===== src/ptq_pkg.sv =====
// ----------------------------------------------------------------------------
// ptq_pkg
// Shared types and constants for the periodic timer queue: the timer entry
// carried along the cell chain, the per-cycle chain command and status codes.
// ----------------------------------------------------------------------------
package ptq_pkg;

  localparam int TIME_W   = 32;
  localparam int TASK_W   = 8;
  localparam int PERIOD_W = 16;

  // most timers reported per tick; the re-arm buffer holds this many
  localparam int MAX_RESULTS = 16;
  localparam int RES_IDX_W   = $clog2(MAX_RESULTS);
  localparam int RES_CNT_W   = $clog2(MAX_RESULTS + 1);

  localparam logic [TIME_W-1:0] TIME_MAX = '1;

  // result status codes
  localparam logic [1:0] ST_ACCEPTED = 2'd0;
  localparam logic [1:0] ST_DROPPED  = 2'd1;
  localparam logic [1:0] ST_EXPIRED  = 2'd2;
  localparam logic [1:0] ST_NONE     = 2'd3;

  // input action codes
  localparam logic ACT_SCHEDULE = 1'b0;
  localparam logic ACT_TICK     = 1'b1;

  typedef struct packed {
    logic [TIME_W-1:0]   expiry;
    logic [TASK_W-1:0]   task_id;
    logic [PERIOD_W-1:0] period;
  } entry_t;

  typedef enum logic [1:0] {
    CELL_HOLD,
    CELL_INSERT,
    CELL_POP
  } cell_op_t;

  // broadcast to every cell of the chain
  typedef struct packed {
    cell_op_t op;
    entry_t   ins;
  } cell_cmd_t;

endpackage


===== src/ptq_cell.sv =====
// ----------------------------------------------------------------------------
// ptq_cell
// One slot of the sorted timer chain. On insert a slot keeps its entry,
// loads the new one, or takes its left neighbor's; on pop it takes its
// right neighbor's.
// ----------------------------------------------------------------------------
module ptq_cell (
  input  logic                clk,
  input  logic                rst_n,
  input  ptq_pkg::cell_cmd_t  cmd,
  input  logic                prev_take,
  input  logic                prev_valid,
  input  ptq_pkg::entry_t     prev_entry,
  input  logic                next_valid,
  input  ptq_pkg::entry_t     next_entry,
  output logic                take,
  output logic                valid,
  output ptq_pkg::entry_t     entry
);

  logic             valid_r;
  logic             valid_nxt;
  ptq_pkg::entry_t  entry_r;
  ptq_pkg::entry_t  entry_nxt;

  // slot lies at or past the insert point: empty, or expires later
  assign take = !(valid_r && (entry_r.expiry <= cmd.ins.expiry));

  always_comb begin
    valid_nxt = valid_r;
    entry_nxt = entry_r;
    unique case (cmd.op)
      ptq_pkg::CELL_INSERT: begin
        if (take) begin
          if (prev_take) begin
            valid_nxt = prev_valid;
            entry_nxt = prev_entry;
          end else begin
            valid_nxt = 1'b1;
            entry_nxt = cmd.ins;
          end
        end
      end
      ptq_pkg::CELL_POP: begin
        valid_nxt = next_valid;
        entry_nxt = next_entry;
      end
      default: begin
        valid_nxt = valid_r;
        entry_nxt = entry_r;
      end
    endcase
  end

  // occupancy flag
  always_ff @(posedge clk) begin
    if (!rst_n) begin
      valid_r <= 1'b0;
    end else begin
      valid_r <= valid_nxt;
    end
  end

  // payload
  always_ff @(posedge clk) begin
    entry_r <= entry_nxt;
  end

  assign valid = valid_r;
  assign entry = entry_r;

endmodule


===== src/periodic_timer_queue.sv =====
// ----------------------------------------------------------------------------
// periodic_timer_queue
// Sorted list of timers held in a chain of slots, with a saturating tick count.
// ----------------------------------------------------------------------------
// A word is taken when start is high and busy is low. A schedule word keeps
// busy high through its insert state and gives one result in the cycle after
// it. A tick word keeps busy high while the timers that expire (at most 16)
// leave the chain and those of them that re-arm go back into it: the chain
// pops one expired timer from its head per cycle, reporting it in the next
// cycle, and then inserts one re-armed timer per cycle. Results of one tick
// come on consecutive cycles, one per cycle; out_last marks the final one.
// There is no backpressure on results: each is shown for exactly one cycle.
module periodic_timer_queue #(
  parameter int QUEUE_DEPTH = 16
) (
  input  logic        clk,
  input  logic        rst_n,
  input  logic        start,
  output logic        busy,
  input  logic        in_action,
  input  logic [7:0]  in_task_id,
  input  logic [15:0] in_delay,
  input  logic [15:0] in_interval,
  output logic        out_valid,
  output logic [1:0]  out_status,
  output logic [7:0]  out_task_id_res,
  output logic        out_last
);

  typedef enum logic [1:0] {
    S_IDLE,
    S_SCHED,
    S_POP,
    S_REARM
  } state_t;

  state_t state_r;

  logic [ptq_pkg::TIME_W-1:0]   time_r;
  ptq_pkg::entry_t              sched_r;
  logic [ptq_pkg::RES_IDX_W-1:0] pop_cnt_r;
  logic [ptq_pkg::RES_CNT_W-1:0] re_cnt_r;
  logic [ptq_pkg::RES_IDX_W-1:0] re_rd_r;
  logic [ptq_pkg::TASK_W-1:0]   re_task_r   [ptq_pkg::MAX_RESULTS];
  logic [ptq_pkg::PERIOD_W-1:0] re_period_r [ptq_pkg::MAX_RESULTS];

  logic        out_valid_r;
  logic [1:0]  out_status_r;
  logic [7:0]  out_task_r;
  logic        out_last_r;

  logic                       cell_valid [QUEUE_DEPTH];
  ptq_pkg::entry_t            cell_entry [QUEUE_DEPTH];
  logic                       cell_take  [QUEUE_DEPTH];
  ptq_pkg::cell_cmd_t         cmd;

  logic accept;
  logic full;
  logic head_due;
  logic second_due;
  logic pop_last;
  logic pop_rearm;
  logic rearm_done;
  logic [ptq_pkg::RES_CNT_W-1:0] re_cnt_nxt;
  logic [ptq_pkg::TIME_W+1:0]    sched_sum;
  logic [ptq_pkg::TIME_W-1:0]    sched_exp;
  logic [ptq_pkg::TIME_W:0]      rearm_sum;
  ptq_pkg::entry_t               rearm_entry;

  assign accept = start && (state_r == S_IDLE);
  assign busy   = (state_r != S_IDLE);
  assign full   = cell_valid[QUEUE_DEPTH-1];

  // first expiry of a new timer, saturating
  assign sched_sum = {2'b00, time_r} + (ptq_pkg::TIME_W+2)'(in_delay)
                   + (ptq_pkg::TIME_W+2)'(in_interval);
  assign sched_exp = (sched_sum[ptq_pkg::TIME_W+1:ptq_pkg::TIME_W] != 2'b00) ?
                     ptq_pkg::TIME_MAX : sched_sum[ptq_pkg::TIME_W-1:0];

  // re-armed timer at now plus its period, saturating
  assign rearm_sum = {1'b0, time_r} + (ptq_pkg::TIME_W+1)'(re_period_r[re_rd_r]);
  always_comb begin
    rearm_entry.expiry  = rearm_sum[ptq_pkg::TIME_W] ? ptq_pkg::TIME_MAX :
                          rearm_sum[ptq_pkg::TIME_W-1:0];
    rearm_entry.task_id = re_task_r[re_rd_r];
    rearm_entry.period  = re_period_r[re_rd_r];
  end
  assign rearm_done = (({1'b0, re_rd_r} + ptq_pkg::RES_CNT_W'(1)) == re_cnt_r);

  // head of chain: due now, and whether the next one is due too
  assign head_due   = cell_valid[0] && (cell_entry[0].expiry <= time_r);
  assign second_due = cell_valid[1] && (cell_entry[1].expiry <= time_r);
  assign pop_last   = !second_due ||
                      (pop_cnt_r == ptq_pkg::RES_IDX_W'(ptq_pkg::MAX_RESULTS - 1));
  assign pop_rearm  = (cell_entry[0].period != '0);
  assign re_cnt_nxt = re_cnt_r + ptq_pkg::RES_CNT_W'(pop_rearm);

  // chain command
  always_comb begin
    cmd.op  = ptq_pkg::CELL_HOLD;
    cmd.ins = sched_r;
    unique case (state_r)
      S_SCHED: begin
        if (!full) cmd.op = ptq_pkg::CELL_INSERT;
      end
      S_POP: begin
        if (head_due) cmd.op = ptq_pkg::CELL_POP;
      end
      S_REARM: begin
        cmd.op  = ptq_pkg::CELL_INSERT;
        cmd.ins = rearm_entry;
      end
      default: begin
        cmd.op = ptq_pkg::CELL_HOLD;
      end
    endcase
  end

  // the chain of slots
  for (genvar i = 0; i < QUEUE_DEPTH; i++) begin : g_cell
    logic            prev_take;
    logic            prev_valid;
    ptq_pkg::entry_t prev_entry;
    logic            next_valid;
    ptq_pkg::entry_t next_entry;

    if (i == 0) begin : g_first
      assign prev_take  = 1'b0;
      assign prev_valid = 1'b0;
      assign prev_entry = '0;
    end else begin : g_inner_l
      assign prev_take  = cell_take[i-1];
      assign prev_valid = cell_valid[i-1];
      assign prev_entry = cell_entry[i-1];
    end

    if (i == QUEUE_DEPTH - 1) begin : g_last
      assign next_valid = 1'b0;
      assign next_entry = '0;
    end else begin : g_inner_r
      assign next_valid = cell_valid[i+1];
      assign next_entry = cell_entry[i+1];
    end

    ptq_cell u_cell (
      .clk        (clk),
      .rst_n      (rst_n),
      .cmd        (cmd),
      .prev_take  (prev_take),
      .prev_valid (prev_valid),
      .prev_entry (prev_entry),
      .next_valid (next_valid),
      .next_entry (next_entry),
      .take       (cell_take[i]),
      .valid      (cell_valid[i]),
      .entry      (cell_entry[i])
    );
  end

  // sequencer, tick count and result register
  always_ff @(posedge clk) begin
    if (!rst_n) begin
      state_r     <= S_IDLE;
      time_r      <= '0;
      pop_cnt_r   <= '0;
      re_cnt_r    <= '0;
      re_rd_r     <= '0;
      out_valid_r <= 1'b0;
    end else begin
      out_valid_r <= 1'b0;
      unique case (state_r)
        S_IDLE: begin
          if (accept) begin
            pop_cnt_r <= '0;
            re_cnt_r  <= '0;
            re_rd_r   <= '0;
            if (in_action == ptq_pkg::ACT_TICK) begin
              if (time_r != ptq_pkg::TIME_MAX) time_r <= time_r + ptq_pkg::TIME_W'(1);
              state_r <= S_POP;
            end else begin
              state_r <= S_SCHED;
            end
          end
        end
        S_SCHED: begin
          out_valid_r  <= 1'b1;
          out_status_r <= full ? ptq_pkg::ST_DROPPED : ptq_pkg::ST_ACCEPTED;
          out_task_r   <= sched_r.task_id;
          out_last_r   <= 1'b1;
          state_r      <= S_IDLE;
        end
        S_POP: begin
          out_valid_r <= 1'b1;
          if (!head_due) begin
            out_status_r <= ptq_pkg::ST_NONE;
            out_task_r   <= '0;
            out_last_r   <= 1'b1;
            state_r      <= S_IDLE;
          end else begin
            out_status_r <= ptq_pkg::ST_EXPIRED;
            out_task_r   <= cell_entry[0].task_id;
            out_last_r   <= pop_last;
            pop_cnt_r    <= pop_cnt_r + ptq_pkg::RES_IDX_W'(1);
            re_cnt_r     <= re_cnt_nxt;
            if (pop_last) begin
              state_r <= (re_cnt_nxt != '0) ? S_REARM : S_IDLE;
            end
          end
        end
        S_REARM: begin
          re_rd_r <= re_rd_r + ptq_pkg::RES_IDX_W'(1);
          if (rearm_done) state_r <= S_IDLE;
        end
        default: begin
          state_r <= S_IDLE;
        end
      endcase
    end
  end

  // schedule word held for the insert cycle
  always_ff @(posedge clk) begin
    if (accept) begin
      sched_r.expiry  <= sched_exp;
      sched_r.task_id <= in_task_id;
      sched_r.period  <= in_interval;
    end
  end

  // re-arm buffer, filled in firing order
  always_ff @(posedge clk) begin
    if ((state_r == S_POP) && head_due && pop_rearm) begin
      re_task_r[re_cnt_r[ptq_pkg::RES_IDX_W-1:0]]   <= cell_entry[0].task_id;
      re_period_r[re_cnt_r[ptq_pkg::RES_IDX_W-1:0]] <= cell_entry[0].period;
    end
  end

  assign out_valid       = out_valid_r;
  assign out_status      = out_status_r;
  assign out_task_id_res = out_task_r;
  assign out_last        = out_last_r;

endmodule


===== config.mk =====
export PLATFORM = sky130hd
export DESIGN_NAME = periodic_timer_queue
export DESIGN_NICKNAME = d
export VERILOG_FILES = /design/src/ptq_pkg.sv /design/src/ptq_cell.sv /design/src/periodic_timer_queue.sv
export SDC_FILE = /design/constraint.sdc
export NUM_CORES = 2
export LEC_CHECK = 0
export BUFFER_PORTS_ARGS = -buffer_cell sky130_fd_sc_hd__buf_2
export CAP_MARGIN = 10
export CELL_PAD_IN_SITES_DETAIL_PLACEMENT = 0
export CELL_PAD_IN_SITES_GLOBAL_PLACEMENT = 1
export CORE_MARGIN = 10
export CORE_UTILIZATION = 48
export CTS_CLUSTER_DIAMETER = 80
export CTS_CLUSTER_SIZE = 28
export DETAILED_ROUTE_END_ITERATION = 8
export PLACE_DENSITY = 0.88
export SLEW_MARGIN = 25
export SYNTH_ARGS = -nofsm -noshare
export SYNTH_HDL_FRONTEND = slang
export SYNTH_SLANG_ARGS = --single-unit

===== constraint.sdc =====
create_clock -name clk -period 11.1 [get_ports clk]
set_input_delay 1.11 -clock clk [delete_from_list [all_inputs] [get_ports clk]]
set_output_delay 1.11 -clock clk [all_outputs]
set_load 0.02 [all_outputs]

==> impl_metrics.tcl <==
set metrics [dict create \
    synth_top_family_by_area "compound AO/OA/AOI/OAI gates" \
    drtAntennaViolNets 0 \
    fin_crit_sh_pct 91.9 \
    drv_cap 0 \
    min_period_ns 10.20 \
    synth_compound_area_share_pct 12.9 \
    synth_ff_type "edfxtp_1" \
    drtIter0Drc 7874 \
    die_w_um 428 \
    synth-async-reset-ratio_pct 0 \
    avgRoutedWirePerCell_um 28.4 \
    worstSkewPairLatency_ns 0.78 \
    routed_via_density 6.64 \
    routed_wl_mm 254 \
    crit_top_cell "buf_4" \
    fin_nets 7378 \
    syn-num-nets 7555 \
    cts.path.max_buffers 3 \
    gp_congestion 0.948 \
    worst_hold_slack_ns 0.503 \
    die_h_um 428 \
    synth_edf_count 1347 \
    synth_xor_area_share_pct 1.03 \
    gr-total-overflow 0 \
    p_leak_nw 29.4 \
    arrival_ns 10.79 \
    syn_to_final_growth_pct 6.43 \
    hold_viol 0 \
    cts_setup_buffers 0 \
    clock-sinks 1415 \
    antenna_cells 0 \
    synthMuxAreaShare_pct 8.52 \
    cp.required_ns 11.69 \
    path_max_fanout 42 \
    avgSynthCellArea_um2 11.5 \
    grt_max_degree 229 \
    rows 149 \
    die_area_um2 183000 \
    yosysUniqueCellTypes 83 \
    cts-hold-fix-buffers 0 \
    power_density_nw_per_um2 162 \
    hpwlAfterDp_mm 177 \
    fmax_mhz 98.1 \
    start_util_pct 48.3 \
    port-buffer-count 56 \
    critPathKind "reg -> reg" \
    wl_met3_mm 21.7 \
    vias 59500 \
    core_area_um2 165000 \
    syn_area_um2 79700 \
    setup_violations 0 \
    placed_cell_area_um2 82300 \
    final_cell_area_um2 84800 \
    slew_headroom_pct 22.4 \
    slew_viol_final 0 \
    rsz0062_at_grt "false" \
    cts_buffers 71 \
    cp-end-kind "flop" \
    grt_usage_pct 27.0 \
    grt_pass1_wl_mm 377 \
    synth_cells 6905 \
    cts_resized 0 \
    critPathMaxStageDelay_ns 0.76 \
    yosys.area_share.simple_pct 12.1 \
    tightest_slew_ns 1.16 \
    cts.clk_slew.worst_paths_ns 0.11 \
    first_global_vias 58000 \
    seq_area_frac_synth_pct 52.5 \
    htreeDepth 3 \
    synth-seq-cells 1415 \
    wl_met1_mm 97.6 \
    wl_met2_mm 119 \
    mostFrequentLayoutCell "edfxtp_1" \
    skew_ns 0.0778 \
    ir_drop_mv 0.140 \
    drc 0 \
    synthAdderAreaFrac_pct 9.78 \
    ios 57 \
    layout-drive-gt1-share_pct 8.51 \
    min_path_type "reg -> reg" \
    fin_setup_tns_ns 0 \
    start_kind "flop" \
    layout_common_cells "edfxtp_1, nand2_1, ha_1" \
    cts_tree "built" \
    yosys_warnings 0 \
    timing.critical_path.slowest_stage_cell "dfxtp_4" \
    drtPass1Iterations 6 \
    status "complete, no violations" \
    topRoutingLayerUsed "met5" \
    clock-root-buffer "clkbuf_16" \
    antenna_found_initial 2 \
]
sequential cells by signal, summed over array words and instances (netlist names), named ones only:
signal / count
sched_r: 56
g_cell.u_cell.valid: 16
out_last: 1
pop_cnt_r: 4
out_valid: 1
g_cell.u_cell.entry: 896
out_task_id_res: 8
re_rd_r: 4
re_task_r: 128
state_r: 2
re_cnt_r: 5
time_r: 32
out_status: 2
re_period_r: 256
cells by family after synthesis:
family          after synthesis
flops                      1415
fa+ha+maj                   614
xor+xnor                     94
simple gates               2113
compound gates             1569
buf+inv                     576
mux                         524
worst max-delay path, delay by kind of cell, from the launching register on:
| family | cells | cell delay, ns |
|---|---|---|
| and+or+nand+nor | 10 | 2.81 |
| AOI/OAI and AO/OA | 7 | 2.22 |
| buffers and inverters | 4 | 1.82 |
| muxes | 3 | 1.62 |
| DFF | 1 | 0.76 |
| adders and majority gates | 2 | 0.67 |
area by class of cell:
type                    instances  area, µm²
clock inverters                37        667
inverters                     130        490
multi-input cells            4914      35800
fillers                     14200      80200
clock buffers                  78       1800
repair buffers                196       1570
well taps                    2189       2740
flip-flops and latches       1415      41800
path summary, 6_finish.rpt:
path / from / endpoint / slack [ns] / cells past startpoint
worst min-delay path: pop_cnt_r[1] / pop_cnt_r[1] / 0.50 / 2
worst max register to register: flop / g_cell[8].u_cell.entry[8] / 0.90 / 26
worst max-delay path: flop / g_cell[8].u_cell.entry[8] / 0.90 / 26
worst min register to register: pop_cnt_r[1] / pop_cnt_r[1] / 0.50 / 2
metal layers:
| metal | vias to the layer above | global-route usage (%) |
|---|---|---|
| met5 | - | 0 |
| met4 | 2 | 14.5 |
| met3 | 686 | 4.32 |
| met2 | 3334 | 43.6 |
| met1 | 29400 | 34.9 |
| li1 | 26000 | - |
metrics by stage:
| stage | total power, mW | setup WS (ns) | cells | util, % |
|---|---|---|---|---|
| global placement | 10.3 | 1.39 | 8843 | 49.9 |
| finish | 13.7 | 0.902 | 8959 | 51.4 |
| floorplan | 9.10 | 0.0174 | 6905 | - |
| global route | 14.2 | 0.538 | 8959 | 51.4 |
| detailed placement | 10.4 | 1.23 | 8843 | 49.9 |
| CTS | 13.6 | 1.16 | 8958 | 51.4 |
report_power, final:
part / total, mW / switching [mW] / leakage [nW] / internal (mW)
Combinational: 3.47 / 2.27 / 15.4 / 1.21
Clock: 3.32 / 1.92 / 1.17 / 1.40
Sequential: 6.91 / 0.396 / 12.8 / 6.51
Yosys cell counts (31+ instances only):
cell | number | area, µm²
edfxtp_1 | 1347 | 40400
nand2_1 | 632 | 2370
nor2_1 | 603 | 2260
ha_1 | 588 | 7360
o21ai_0 | 383 | 1920
a21oi_1 | 371 | 1860
mux2i_1 | 369 | 3690
nand3_1 | 291 | 1460
clkbuf_1 | 273 | 1020
nor3_1 | 222 | 1110
a211oi_1 | 186 | 1400
o211ai_1 | 150 | 1130
inv_1 | 129 | 484
mux4_2 | 120 | 2700
a221o_1 | 119 | 1190
nand4_1 | 111 | 694
a21o_1 | 95 | 713
buf_2 | 90 | 450
nor2b_1 | 81 | 507
xnor2_1 | 73 | 639
dfxtp_1 | 68 | 1360
and2_1 | 44 | 275
o21ai_1 | 42 | 210
mux2_2 | 34 | 383
buf_4 | 32 | 240
buf_1 | 31 | 116
Power figures use the tool's default switching activity.
